## config.mk

```make
export PLATFORM = sky130hd
export DESIGN_NAME = edge_timing_fault_injector_core
export DESIGN_NICKNAME = d
export VERILOG_FILES = /design/src/rtl/eti_pkg.sv /design/src/rtl/eti_rem_unit.sv /design/src/rtl/eti_csr.sv /design/src/rtl/edge_timing_fault_injector_core.sv
export SDC_FILE = /design/constraint.sdc
export NUM_CORES = 2
export LEC_CHECK = 0
export BUFFER_PORTS_ARGS = -buffer_cell sky130_fd_sc_hd__buf_2
export CAP_MARGIN = 20
export CORE_AREA = 2 2 343 345
export DETAILED_ROUTE_END_ITERATION = 8
export DIE_AREA = 0 0 345 347
export PLACE_DENSITY = 0.56
export REMOVE_ABC_BUFFERS = 1
export SETUP_SLACK_MARGIN = 0.2
export SLEW_MARGIN = 20
export SYNTH_ARGS = -nofsm -noshare
export SYNTH_HDL_FRONTEND = slang
export SYNTH_SLANG_ARGS = --single-unit
```

## constraint.sdc

```tcl
create_clock -name clock -period 6.6 [get_ports clock]
set_input_delay 0.66 -clock clock [delete_from_list [all_inputs] [get_ports clock]]
set_output_delay 0.66 -clock clock [all_outputs]
set_load 0.01 [all_outputs]
```

## src/rtl/eti_pkg.sv

```systemverilog
// Edge timing fault injector: shared types, register indexes and constants.
// Used by eti_rem_unit, eti_csr and edge_timing_fault_injector_core.
// No dependencies.
package eti_pkg;

   localparam int unsigned CsrIndexWidth = 3;
   localparam int unsigned CsrDataWidth  = 32;
   localparam int unsigned RemWidth      = 32;

   // register indexes
   localparam logic [CsrIndexWidth-1:0] RegDropPeriod  = 3'd0;
   localparam logic [CsrIndexWidth-1:0] RegDupPeriod   = 3'd1;
   localparam logic [CsrIndexWidth-1:0] RegDupSpacing  = 3'd2;
   localparam logic [CsrIndexWidth-1:0] RegFixedDelay  = 3'd3;
   localparam logic [CsrIndexWidth-1:0] RegJitterRange = 3'd4;
   localparam logic [CsrIndexWidth-1:0] RegRandomSeed  = 3'd5;

   // LCG coefficients
   localparam logic [31:0] LcgMul = 32'd1664525;
   localparam logic [31:0] LcgAdd = 32'd1013904223;

   typedef struct packed {
      logic [15:0] drop_period;
      logic [15:0] duplicate_period;
      logic [31:0] duplicate_spacing;
      logic [31:0] fixed_delay;
      logic [29:0] jitter_range;
      logic [31:0] random_seed;
   } cfg_type;

   typedef struct packed {
      logic busy;
      logic done;
   } rem_stat_type;

endpackage

```

## src/rtl/eti_rem_unit.sv

```systemverilog
// Shared restoring remainder unit, one quotient bit per cycle.
// Depends on eti_pkg.
module eti_rem_unit (
   input  logic                           clock,
   input  logic                           reset,
   input  logic                           start,
   input  logic [eti_pkg::RemWidth-1:0]   dividend,
   input  logic [eti_pkg::RemWidth-1:0]   divisor,   // must be nonzero
   output eti_pkg::rem_stat_type          stat,
   output logic [eti_pkg::RemWidth-1:0]   remainder
);

   logic                           busy_ff, busy_in;
   logic                           done_ff, done_in;
   logic [4:0]                     cnt_ff, cnt_in;
   logic [eti_pkg::RemWidth-1:0]   dvd_ff, dvd_in;
   logic [eti_pkg::RemWidth-1:0]   dsr_ff, dsr_in;
   logic [eti_pkg::RemWidth-1:0]   rem_ff, rem_in;
   logic [eti_pkg::RemWidth:0]     trial;
   logic [eti_pkg::RemWidth:0]     diff;

   assign trial = {rem_ff, dvd_ff[eti_pkg::RemWidth-1]};
   assign diff  = trial - {1'b0, dsr_ff};

   always_comb begin
      busy_in = busy_ff;
      done_in = 1'b0;
      cnt_in  = cnt_ff;
      dvd_in  = dvd_ff;
      dsr_in  = dsr_ff;
      rem_in  = rem_ff;
      if (start) begin
         busy_in = 1'b1;
         cnt_in  = '0;
         dvd_in  = dividend;
         dsr_in  = divisor;
         rem_in  = '0;
      end else if (busy_ff) begin
         // trial subtract; keep the difference when it does not go negative
         rem_in = diff[eti_pkg::RemWidth] ? trial[eti_pkg::RemWidth-1:0]
                                          : diff[eti_pkg::RemWidth-1:0];
         dvd_in = {dvd_ff[eti_pkg::RemWidth-2:0], 1'b0};
         cnt_in = cnt_ff + 5'd1;
         if (cnt_ff == 5'd31) begin
            busy_in = 1'b0;
            done_in = 1'b1;
         end
      end
   end

   always_ff @(posedge clock) begin
      if (reset) begin
         busy_ff <= 1'b0;
         done_ff <= 1'b0;
         cnt_ff  <= '0;
      end else begin
         busy_ff <= busy_in;
         done_ff <= done_in;
         cnt_ff  <= cnt_in;
      end
      dvd_ff <= dvd_in;
      dsr_ff <= dsr_in;
      rem_ff <= rem_in;
   end

   assign stat.busy = busy_ff;
   assign stat.done = done_ff;
   assign remainder = rem_ff;

endmodule

```

## src/rtl/eti_csr.sv

```systemverilog
// Configuration register file for the edge timing fault injector.
// Depends on eti_pkg.
module eti_csr (
   input  logic                               clock,
   input  logic                               reset,
   input  logic                               csr_valid,
   output logic                               csr_ready,
   input  logic [eti_pkg::CsrIndexWidth-1:0]  csr_index,
   input  logic [eti_pkg::CsrDataWidth-1:0]   csr_wdata,
   output eti_pkg::cfg_type                   cfg
);

   eti_pkg::cfg_type cfg_ff, cfg_in;

   assign csr_ready = 1'b1;

   always_comb begin
      cfg_in = cfg_ff;
      if (csr_valid) begin
         case (csr_index)
            eti_pkg::RegDropPeriod:  cfg_in.drop_period       = csr_wdata[15:0];
            eti_pkg::RegDupPeriod:   cfg_in.duplicate_period  = csr_wdata[15:0];
            eti_pkg::RegDupSpacing:  cfg_in.duplicate_spacing = csr_wdata;
            eti_pkg::RegFixedDelay:  cfg_in.fixed_delay       = csr_wdata;
            eti_pkg::RegJitterRange: cfg_in.jitter_range      = csr_wdata[29:0];
            eti_pkg::RegRandomSeed:  cfg_in.random_seed       = csr_wdata;
            default: ;  // unmapped index: ignored
         endcase
      end
   end

   always_ff @(posedge clock) begin
      if (reset) begin
         cfg_ff <= '0;
      end else begin
         cfg_ff <= cfg_in;
      end
   end

   assign cfg = cfg_ff;

endmodule

```

## src/rtl/edge_timing_fault_injector_core.sv

```systemverilog
// Edge timing fault injector, top level: sequencer, LCG and time datapath.
// Depends on eti_pkg, eti_rem_unit and eti_csr.
//
//  channel  | direction | transaction
//  ---------+-----------+------------------------------------------------------
//  req_*    | in        | one scripted edge: time, level, start mark (tuser)
//  rsp_*    | out       | nothing, the edge, or edge and duplicate; tuser = duplicate copy
//  csr_*    | in        | register write: index, 32-bit data
//
// Sequence: an accepted edge passes the drop check, the LCG step, jitter and
// the duplicate check, then sum, clamp and its results. Each enabled modulo
// (drop check, jitter, duplicate check) runs on the shared 32-step remainder
// unit; a dropped edge goes back to idle after its drop check.
// req_tready is high only while the sequencer is idle; a result waits in
// the output register under rsp_tvalid, and a stalled rsp side holds the
// sequencer. Reset: synchronous; count to 0, generator to 1, registers to 0.
module edge_timing_fault_injector_core (
   input  logic                               clock,
   input  logic                               reset,
   // req_tdata: [61:0] edge_time, [62] edge_level, [63] zero
   input  logic                               req_tvalid,
   output logic                               req_tready,
   input  logic [63:0]                        req_tdata,
   // req_tuser: [0] script_start
   input  logic                               req_tuser,
   // rsp_tdata: [62:0] out_time, [63] out_level
   output logic                               rsp_tvalid,
   input  logic                               rsp_tready,
   output logic [63:0]                        rsp_tdata,
   // rsp_tuser: [0] is_duplicate
   output logic                               rsp_tuser,
   output logic                               rsp_tlast,
   input  logic                               csr_valid,
   output logic                               csr_ready,
   input  logic [eti_pkg::CsrIndexWidth-1:0]  csr_index,
   input  logic [eti_pkg::CsrDataWidth-1:0]   csr_wdata
);

   // sequencer states
   localparam logic [3:0] S_IDLE      = 4'd0;
   localparam logic [3:0] S_DROP_GO   = 4'd1;
   localparam logic [3:0] S_DROP_WAIT = 4'd2;
   localparam logic [3:0] S_LCG       = 4'd3;
   localparam logic [3:0] S_JIT_GO    = 4'd4;
   localparam logic [3:0] S_JIT_WAIT  = 4'd5;
   localparam logic [3:0] S_DUP_GO    = 4'd6;
   localparam logic [3:0] S_DUP_WAIT  = 4'd7;
   localparam logic [3:0] S_SUM       = 4'd8;
   localparam logic [3:0] S_CLAMP     = 4'd9;
   localparam logic [3:0] S_OUT1      = 4'd10;
   localparam logic [3:0] S_OUT2      = 4'd11;

   eti_pkg::cfg_type       cfg;
   eti_pkg::rem_stat_type  rem_stat;
   logic                   rem_start;
   logic [31:0]            rem_dividend;
   logic [31:0]            rem_divisor;
   logic [31:0]            rem_value;

   logic [3:0]   state_ff, state_in;
   logic [31:0]  count_ff, count_in;     // edges since start mark
   logic [31:0]  gen_ff, gen_in;         // LCG state
   logic [63:0]  base_ff, base_in;       // edge time + fixed delay (signed)
   logic         level_ff, level_in;
   logic [32:0]  jit_ff, jit_in;         // signed jitter offset
   logic         dup_ff, dup_in;
   logic [63:0]  sum_ff, sum_in;
   logic         rsp_valid_ff, rsp_valid_in;
   logic [62:0]  rsp_time_ff, rsp_time_in;
   logic         rsp_level_ff, rsp_level_in;
   logic         rsp_dup_ff, rsp_dup_in;
   logic         rsp_last_ff, rsp_last_in;

   logic         req_fire;
   logic         rsp_fire;
   logic         jit_on;
   logic [31:0]  seed_eff;

   eti_csr u_csr (
      .clock     (clock),
      .reset     (reset),
      .csr_valid (csr_valid),
      .csr_ready (csr_ready),
      .csr_index (csr_index),
      .csr_wdata (csr_wdata),
      .cfg       (cfg)
   );

   eti_rem_unit u_rem (
      .clock     (clock),
      .reset     (reset),
      .start     (rem_start),
      .dividend  (rem_dividend),
      .divisor   (rem_divisor),
      .stat      (rem_stat),
      .remainder (rem_value)
   );

   assign req_tready = (state_ff == S_IDLE);
   assign req_fire   = req_tvalid & req_tready;
   assign rsp_fire   = rsp_valid_ff & rsp_tready;
   assign jit_on     = (cfg.jitter_range != '0);
   assign seed_eff   = (cfg.random_seed == '0) ? 32'd1 : cfg.random_seed;

   // operand select for the shared remainder unit, held through the wait
   always_comb begin
      rem_start    = 1'b0;
      rem_dividend = count_ff;
      rem_divisor  = {16'd0, cfg.drop_period};
      case (state_ff)
         S_DROP_GO, S_DROP_WAIT: begin
            rem_start   = (state_ff == S_DROP_GO);
         end
         S_JIT_GO, S_JIT_WAIT: begin
            rem_start    = (state_ff == S_JIT_GO);
            rem_dividend = gen_ff;
            rem_divisor  = {1'b0, cfg.jitter_range, 1'b1};   // 2J+1
         end
         S_DUP_GO, S_DUP_WAIT: begin
            rem_start   = (state_ff == S_DUP_GO);
            rem_divisor = {16'd0, cfg.duplicate_period};
         end
         default: ;
      endcase
   end

   always_comb begin
      state_in     = state_ff;
      count_in     = count_ff;
      gen_in       = gen_ff;
      base_in      = base_ff;
      level_in     = level_ff;
      jit_in       = jit_ff;
      dup_in       = dup_ff;
      sum_in       = sum_ff;
      rsp_valid_in = rsp_valid_ff;
      rsp_time_in  = rsp_time_ff;
      rsp_level_in = rsp_level_ff;
      rsp_dup_in   = rsp_dup_ff;
      rsp_last_in  = rsp_last_ff;

      case (state_ff)
         S_IDLE: begin
            if (req_fire) begin
               // start mark restarts the count and reloads the generator
               if (req_tuser) begin
                  count_in = 32'd1;
                  gen_in   = seed_eff;
               end else begin
                  count_in = count_ff + 32'd1;
               end
               base_in  = {2'b00, req_tdata[61:0]}
                        + {{32{cfg.fixed_delay[31]}}, cfg.fixed_delay};
               level_in = req_tdata[62];
               state_in = (cfg.drop_period != '0) ? S_DROP_GO : S_LCG;
            end
         end
         S_DROP_GO: state_in = S_DROP_WAIT;
         S_DROP_WAIT: begin
            if (rem_stat.done) begin
               // dropped edge: counted, no result, generator untouched
               state_in = (rem_value == '0) ? S_IDLE : S_LCG;
            end
         end
         S_LCG: begin
            if (jit_on) begin
               gen_in   = gen_ff * eti_pkg::LcgMul + eti_pkg::LcgAdd;
               state_in = S_JIT_GO;
            end else begin
               jit_in   = '0;
               state_in = (cfg.duplicate_period != '0) ? S_DUP_GO : S_SUM;
               dup_in   = 1'b0;
            end
         end
         S_JIT_GO: state_in = S_JIT_WAIT;
         S_JIT_WAIT: begin
            if (rem_stat.done) begin
               jit_in   = {1'b0, rem_value} - {3'b000, cfg.jitter_range};
               dup_in   = 1'b0;
               state_in = (cfg.duplicate_period != '0) ? S_DUP_GO : S_SUM;
            end
         end
         S_DUP_GO: state_in = S_DUP_WAIT;
         S_DUP_WAIT: begin
            if (rem_stat.done) begin
               dup_in   = (rem_value == '0);
               state_in = S_SUM;
            end
         end
         S_SUM: begin
            sum_in   = base_ff + {{31{jit_ff[32]}}, jit_ff};
            state_in = S_CLAMP;
         end
         S_CLAMP: begin
            // negative time clamps to zero
            rsp_time_in  = sum_ff[63] ? '0 : sum_ff[62:0];
            rsp_level_in = level_ff;
            rsp_dup_in   = 1'b0;
            rsp_last_in  = ~dup_ff;
            rsp_valid_in = 1'b1;
            state_in     = S_OUT1;
         end
         S_OUT1: begin
            if (rsp_fire) begin
               if (dup_ff) begin
                  // duplicate copy: cannot overflow 63 bits
                  rsp_time_in = rsp_time_ff + {31'd0, cfg.duplicate_spacing};
                  rsp_dup_in  = 1'b1;
                  rsp_last_in = 1'b1;
                  state_in    = S_OUT2;
               end else begin
                  rsp_valid_in = 1'b0;
                  state_in     = S_IDLE;
               end
            end
         end
         S_OUT2: begin
            if (rsp_fire) begin
               rsp_valid_in = 1'b0;
               state_in     = S_IDLE;
            end
         end
         default: state_in = S_IDLE;
      endcase
   end

   always_ff @(posedge clock) begin
      if (reset) begin
         state_ff     <= S_IDLE;
         count_ff     <= '0;
         gen_ff       <= 32'd1;
         rsp_valid_ff <= 1'b0;
      end else begin
         state_ff     <= state_in;
         count_ff     <= count_in;
         gen_ff       <= gen_in;
         rsp_valid_ff <= rsp_valid_in;
      end
      base_ff      <= base_in;
      level_ff     <= level_in;
      jit_ff       <= jit_in;
      dup_ff       <= dup_in;
      sum_ff       <= sum_in;
      rsp_time_ff  <= rsp_time_in;
      rsp_level_ff <= rsp_level_in;
      rsp_dup_ff   <= rsp_dup_in;
      rsp_last_ff  <= rsp_last_in;
   end

   assign rsp_tvalid = rsp_valid_ff;
   assign rsp_tdata  = {rsp_level_ff, rsp_time_ff};
   assign rsp_tuser  = rsp_dup_ff;
   assign rsp_tlast  = rsp_last_ff;

`ifndef SYNTHESIS
   // no new edge is taken while a result is pending
   a_no_accept_while_out: assert property (@(posedge clock) disable iff (reset)
      rsp_valid_ff |-> !req_tready)
      else $error("edge accepted while a result is pending");

   // a duplicate copy always closes the run
   a_dup_is_last: assert property (@(posedge clock) disable iff (reset)
      (rsp_valid_ff && rsp_dup_ff) |-> rsp_last_ff)
      else $error("duplicate copy not marked last");

   // a first result without tlast is followed by its duplicate copy
   a_dup_follows: assert property (@(posedge clock) disable iff (reset)
      (rsp_fire && !rsp_last_ff) |=> (rsp_valid_ff && rsp_dup_ff))
      else $error("missing duplicate after non-final result");

   // remainder unit result is below its divisor
   a_rem_range: assert property (@(posedge clock) disable iff (reset)
      rem_stat.done |-> (rem_value < rem_divisor))
      else $error("remainder not below divisor");

   // remainder unit only runs in a wait state
   a_rem_busy_state: assert property (@(posedge clock) disable iff (reset)
      rem_stat.busy |-> (state_ff == S_DROP_WAIT || state_ff == S_JIT_WAIT
                         || state_ff == S_DUP_WAIT))
      else $error("remainder unit busy outside a wait state");
`endif

endmodule

```

==> results.py <==
metrics = {
    "clock_network": {
        "clk_root_buf": "sky130_fd_sc_hd__clkbuf_16",
        "clk-insertion-delay-late_ns": 0.63,
        "cts.sink_count": 558,
        "h-tree-depth": 3,
        "clock_tree_from_tritoncts": "built",
        "cts-buffers-inserted": 67,
        "path_clk_slew_ns": 0.06,
        "cts_max_path_buffers": 3,
        "hold_buffers": 0,
    },
    "worst_setup_path": {
        "worstRegToRegCells": 23,
        "ff2ff_setup_slack_ns": 0.48,
        "timing.setup.critical_path_class": "reg2reg",
        "critPathMaxFanout": 6,
        "worst_r2r_endpoint": "gen_ff[29]$_SDFFE_PP0P_",
        "timing.rr.start": "gen_ff[3]$_SDFFE_PP0P_",
        "worst_setup_path_end_kind": "register",
        "crit_path_start_kind": "register",
        "cp_data_required_time_ns": 7.14,
        "arrival_ns": 6.65,
    },
    "synthesis": {
        "synthesis.area_sq_mm": 0.0403,
        "yosys_warnings": 0,
        "yosysTopAreaCell": "sky130_fd_sc_hd__edfxtp_1",
        "synth_seq_cells": 558,
        "synthTopCellsByArea": "sky130_fd_sc_hd__edfxtp_1, sky130_fd_sc_hd__dfxtp_1, sky130_fd_sc_hd__ha_1",
        "synth_top_flop_cell": "sky130_fd_sc_hd__edfxtp_1",
        "asyncSetResetFlopFracSynth_pct": 0,
        "post-synth-top-area-fraction_pct": 21.8,
        "synth_seq_area_share_pct": 35.0,
        "post_synth_num_cell_types": 98,
        "mapped_cells": 4420,
        "syn_avg_cell_area_sq_um": 9.11,
        "number_of_enable_type_register_cells_in_the_synthesized_netlist": 292,
    },
    "die": {
        "design.core.area_sq_mm": 0.116,
        "floorplan.io_pins": 174,
        "start_util_pct": 34.8,
        "placement_rows": 125,
        "die-height_microns": 347,
        "die_width_microns": 345,
        "die_area_sq_mm": 0.120,
    },
    "cells_and_area": {
        "areaGrowthSynthToFinish_pct": 12.4,
        "drive_above_1_share_pct": 9.20,
        "fin_cells": 6128,
        "num-nets-final": 5170,
    },
    "detailed_routing": {
        "route.antenna.remaining_nets": 0,
        "num_vias": 32000,
        "routedWlPerCell_microns": 19.8,
        "drt-pass1-iter-count": 6,
        "avgViaCountPerCell": 5.22,
        "drt-total-wl_mm": 122,
        "first_iter_violations": 2302,
        "drc": 0,
    },
    "timing": {
        "setup_ws_final_ns": 0.483,
        "final_max_slew_viol_count": 0,
        "holdWs_ns": 0.228,
        "clock-skew-final_ns": 0.0321,
        "layout_min_cycle_time_ns": 6.12,
        "finalHoldViolations": 0,
        "rsz0062_at_grt": "false",
        "timing.setup.tns_ns": 0,
        "max_slew_margin_pct": 24.5,
        "achievable-frequency_mhz": 163,
        "worstMarginPinSlew_ns": 1.10,
        "finalCritPeriodShare_pct": 92.7,
        "timing.final.setup_violations": 0,
    },
    "min_path": {
        "worst_hold_startpoint": "req_tdata[62]",
        "min_path_type": "in2reg",
        "hold_path_depth": 1,
        "worst_hold_path.endpoint": "level_ff$_DFFE_PP_",
    },
    "placement": {
        "dp.final_hpwl_mm": 95.1,
        "gp_congestion": 0.941,
        "dp.cells": 5992,
        "portBuffers": 171,
        "dp_slack_ns": 0.169,
    },
    "global_route": {
        "number_of_antenna_violations_at_the_first_check_in_global_routing": 21,
        "grt_start_max_net_pins": 168,
        "global_route_wire_length_before_repair_mm": 186,
        "sum_of_overflow_across_all_layers_after_global_routing": 0,
        "groute.layer.met1.usage_pct": 27.6,
        "first_global_vias": 31300,
        "grtUsageMet3_pct": 3.03,
        "grt-busiest-layer": "met2",
        "grtUsageTotal_pct": 19.9,
        "gr-usage-met2_pct": 32.2,
    },
    "run": {
        "max-cap-violations": 0,
    },
    "status": {
        "result_of_the_run": "finished, final reports clean",
    },
}
## layer usage
metal,share of wire (%),routed length [microns]
met1,46,56200
met2,45,55300
met3,5.8,7000
met4,2.5,3020
met5,0.039,48
## flip-flops by register name, summed over array words and instances, names as in the netlist, 4 cells and up
name / flops
u_rem.cnt_ff: 5
rsp_time_ff: 63
u_rem.dvd_ff: 32
state_ff: 4
base_ff: 64
jit_ff: 33
gen_ff: 32
u_csr.cfg: 158
u_rem.dsr_ff: 31
u_rem.remainder: 32
sum_ff: 64
count_ff: 32
## final cells by class
type | count | area (sq um)
fillers | 11700 | 70500
multi-input cells | 3283 | 24100
flip-flops and latches | 558 | 14100
well taps | 1524 | 1910
clock buffers | 87 | 1860
inverters | 404 | 1520
repair buffers | 227 | 1300
clock inverters | 37 | 409
diodes | 8 | 20.0
## worst max-delay path, cell delays in order, from the launching register on
cell and delay [ns]:
sky130_fd_sc_hd__dfxtp_4 0.37, sky130_fd_sc_hd__ha_1 0.33, sky130_fd_sc_hd__fa_1 0.49, sky130_fd_sc_hd__fa_1 0.56, sky130_fd_sc_hd__fa_1 0.57, sky130_fd_sc_hd__inv_1 0.06
sky130_fd_sc_hd__fa_1 0.54, sky130_fd_sc_hd__inv_1 0.06, sky130_fd_sc_hd__fa_1 0.54, sky130_fd_sc_hd__inv_1 0.06, sky130_fd_sc_hd__fa_1 0.54, sky130_fd_sc_hd__inv_1 0.07
sky130_fd_sc_hd__ha_4 0.26, sky130_fd_sc_hd__a21o_1 0.16, sky130_fd_sc_hd__a21o_1 0.20, sky130_fd_sc_hd__a21oi_2 0.12, sky130_fd_sc_hd__o21ai_2 0.09, sky130_fd_sc_hd__nor3_2 0.14
sky130_fd_sc_hd__a21oi_2 0.11, sky130_fd_sc_hd__a21o_1 0.20, sky130_fd_sc_hd__a21oi_1 0.17, sky130_fd_sc_hd__xnor2_1 0.14, sky130_fd_sc_hd__nand2_1 0.07, sky130_fd_sc_hd__a21oi_1 0.17
## placed cells by master (no fill, tap or decap), types with 33 or more instances in the layout
master                      instances
sky130_fd_sc_hd__buf_2            170
sky130_fd_sc_hd__edfxtp_1         292
sky130_fd_sc_hd__nor4_1            39
sky130_fd_sc_hd__a21oi_1          423
sky130_fd_sc_hd__nand2_1          546
sky130_fd_sc_hd__a211oi_1          37
sky130_fd_sc_hd__and3_1            33
sky130_fd_sc_hd__nand2b_1          38
sky130_fd_sc_hd__xnor2_1          185
sky130_fd_sc_hd__a21o_1           128
sky130_fd_sc_hd__buf_4             54
sky130_fd_sc_hd__inv_1            403
sky130_fd_sc_hd__ha_1             373
sky130_fd_sc_hd__nor3_1            58
sky130_fd_sc_hd__nand4_1           50
sky130_fd_sc_hd__nor2b_1           42
sky130_fd_sc_hd__xor2_1           119
sky130_fd_sc_hd__mux2i_1           75
sky130_fd_sc_hd__nand3_1           67
sky130_fd_sc_hd__fa_1             141
sky130_fd_sc_hd__o21ai_0          263
sky130_fd_sc_hd__dfxtp_1          260
sky130_fd_sc_hd__nor2_1           219
sky130_fd_sc_hd__o21bai_1          35
sky130_fd_sc_hd__nand3b_1          69
sky130_fd_sc_hd__clkbuf_16         70
## worst max-delay path by stage
stage	to	start	slack, ns	cells past startpoint
final	gen_ff[29]$_SDFFE_PP0P_	gen_ff[3]$_SDFFE_PP0P_	0.48	23
after CTS	gen_ff[31]$_SDFFE_PP0P_	gen_ff[2]$_SDFFE_PP0P_	0.22	26
after global placement	gen_ff[31]$_SDFFE_PP0P_	gen_ff[3]$_SDFFE_PP0P_	0.20	24
after floorplan	rsp_time_ff[0]$_DFFE_PP_	state_ff[1]$_SDFFE_PP0P_	-0.51	5
after global routing	gen_ff[29]$_SDFFE_PP0P_	gen_ff[1]$_SDFFE_PP0P_	0.19	27
after detailed placement	gen_ff[31]$_SDFFE_PP0P_	gen_ff[2]$_SDFFE_PP0P_	0.17	26
## what timing repair did
item / CTS / global route
endpoints found under the hold margin: 0 / 0
setup buffers: 0 / 4
gates resized for setup: 1 / 30
pin swaps: 0 / 9
setup endpoints to repair: 2 / 7
## metrics by stage
stage	area, sq um	util [%]
2_1_floorplan	39600	-
3_3_place_gp	42800	37.0
3_5_place_dp	42800	37.0
4_1_cts	45100	38.9
5_1_grt	45300	39.1
6_report	45300	39.1
## synth_stat cells, drive strengths merged, types with 50 or more instances
| library cell | instances |
|---|---|
| a21o | 128 |
| a21oi | 430 |
| clkbuf | 156 |
| dfxtp | 266 |
| edfxtp | 292 |
| fa | 142 |
| ha | 382 |
| inv | 404 |
| mux2i | 75 |
| nand2 | 547 |
| nand3 | 70 |
| nand3b | 69 |
| nand4 | 50 |
| nor2 | 221 |
| nor3 | 61 |
| o21ai | 275 |
| xnor2 | 186 |
| xor2 | 120 |
## logic make-up after synthesis
family / synth area share (%)
mux: 1.89
xor+xnor: 6.70
compound gates: 17.3
fa+ha+maj: 18.9
simple gates: 14.7
buf+inv: 5.55
other cells: 0.00931
flops: 35.0
Power is left out: the tool's default activity adds up to more than one toggle a clock period on the data nets, which glitch-free logic cannot reach.
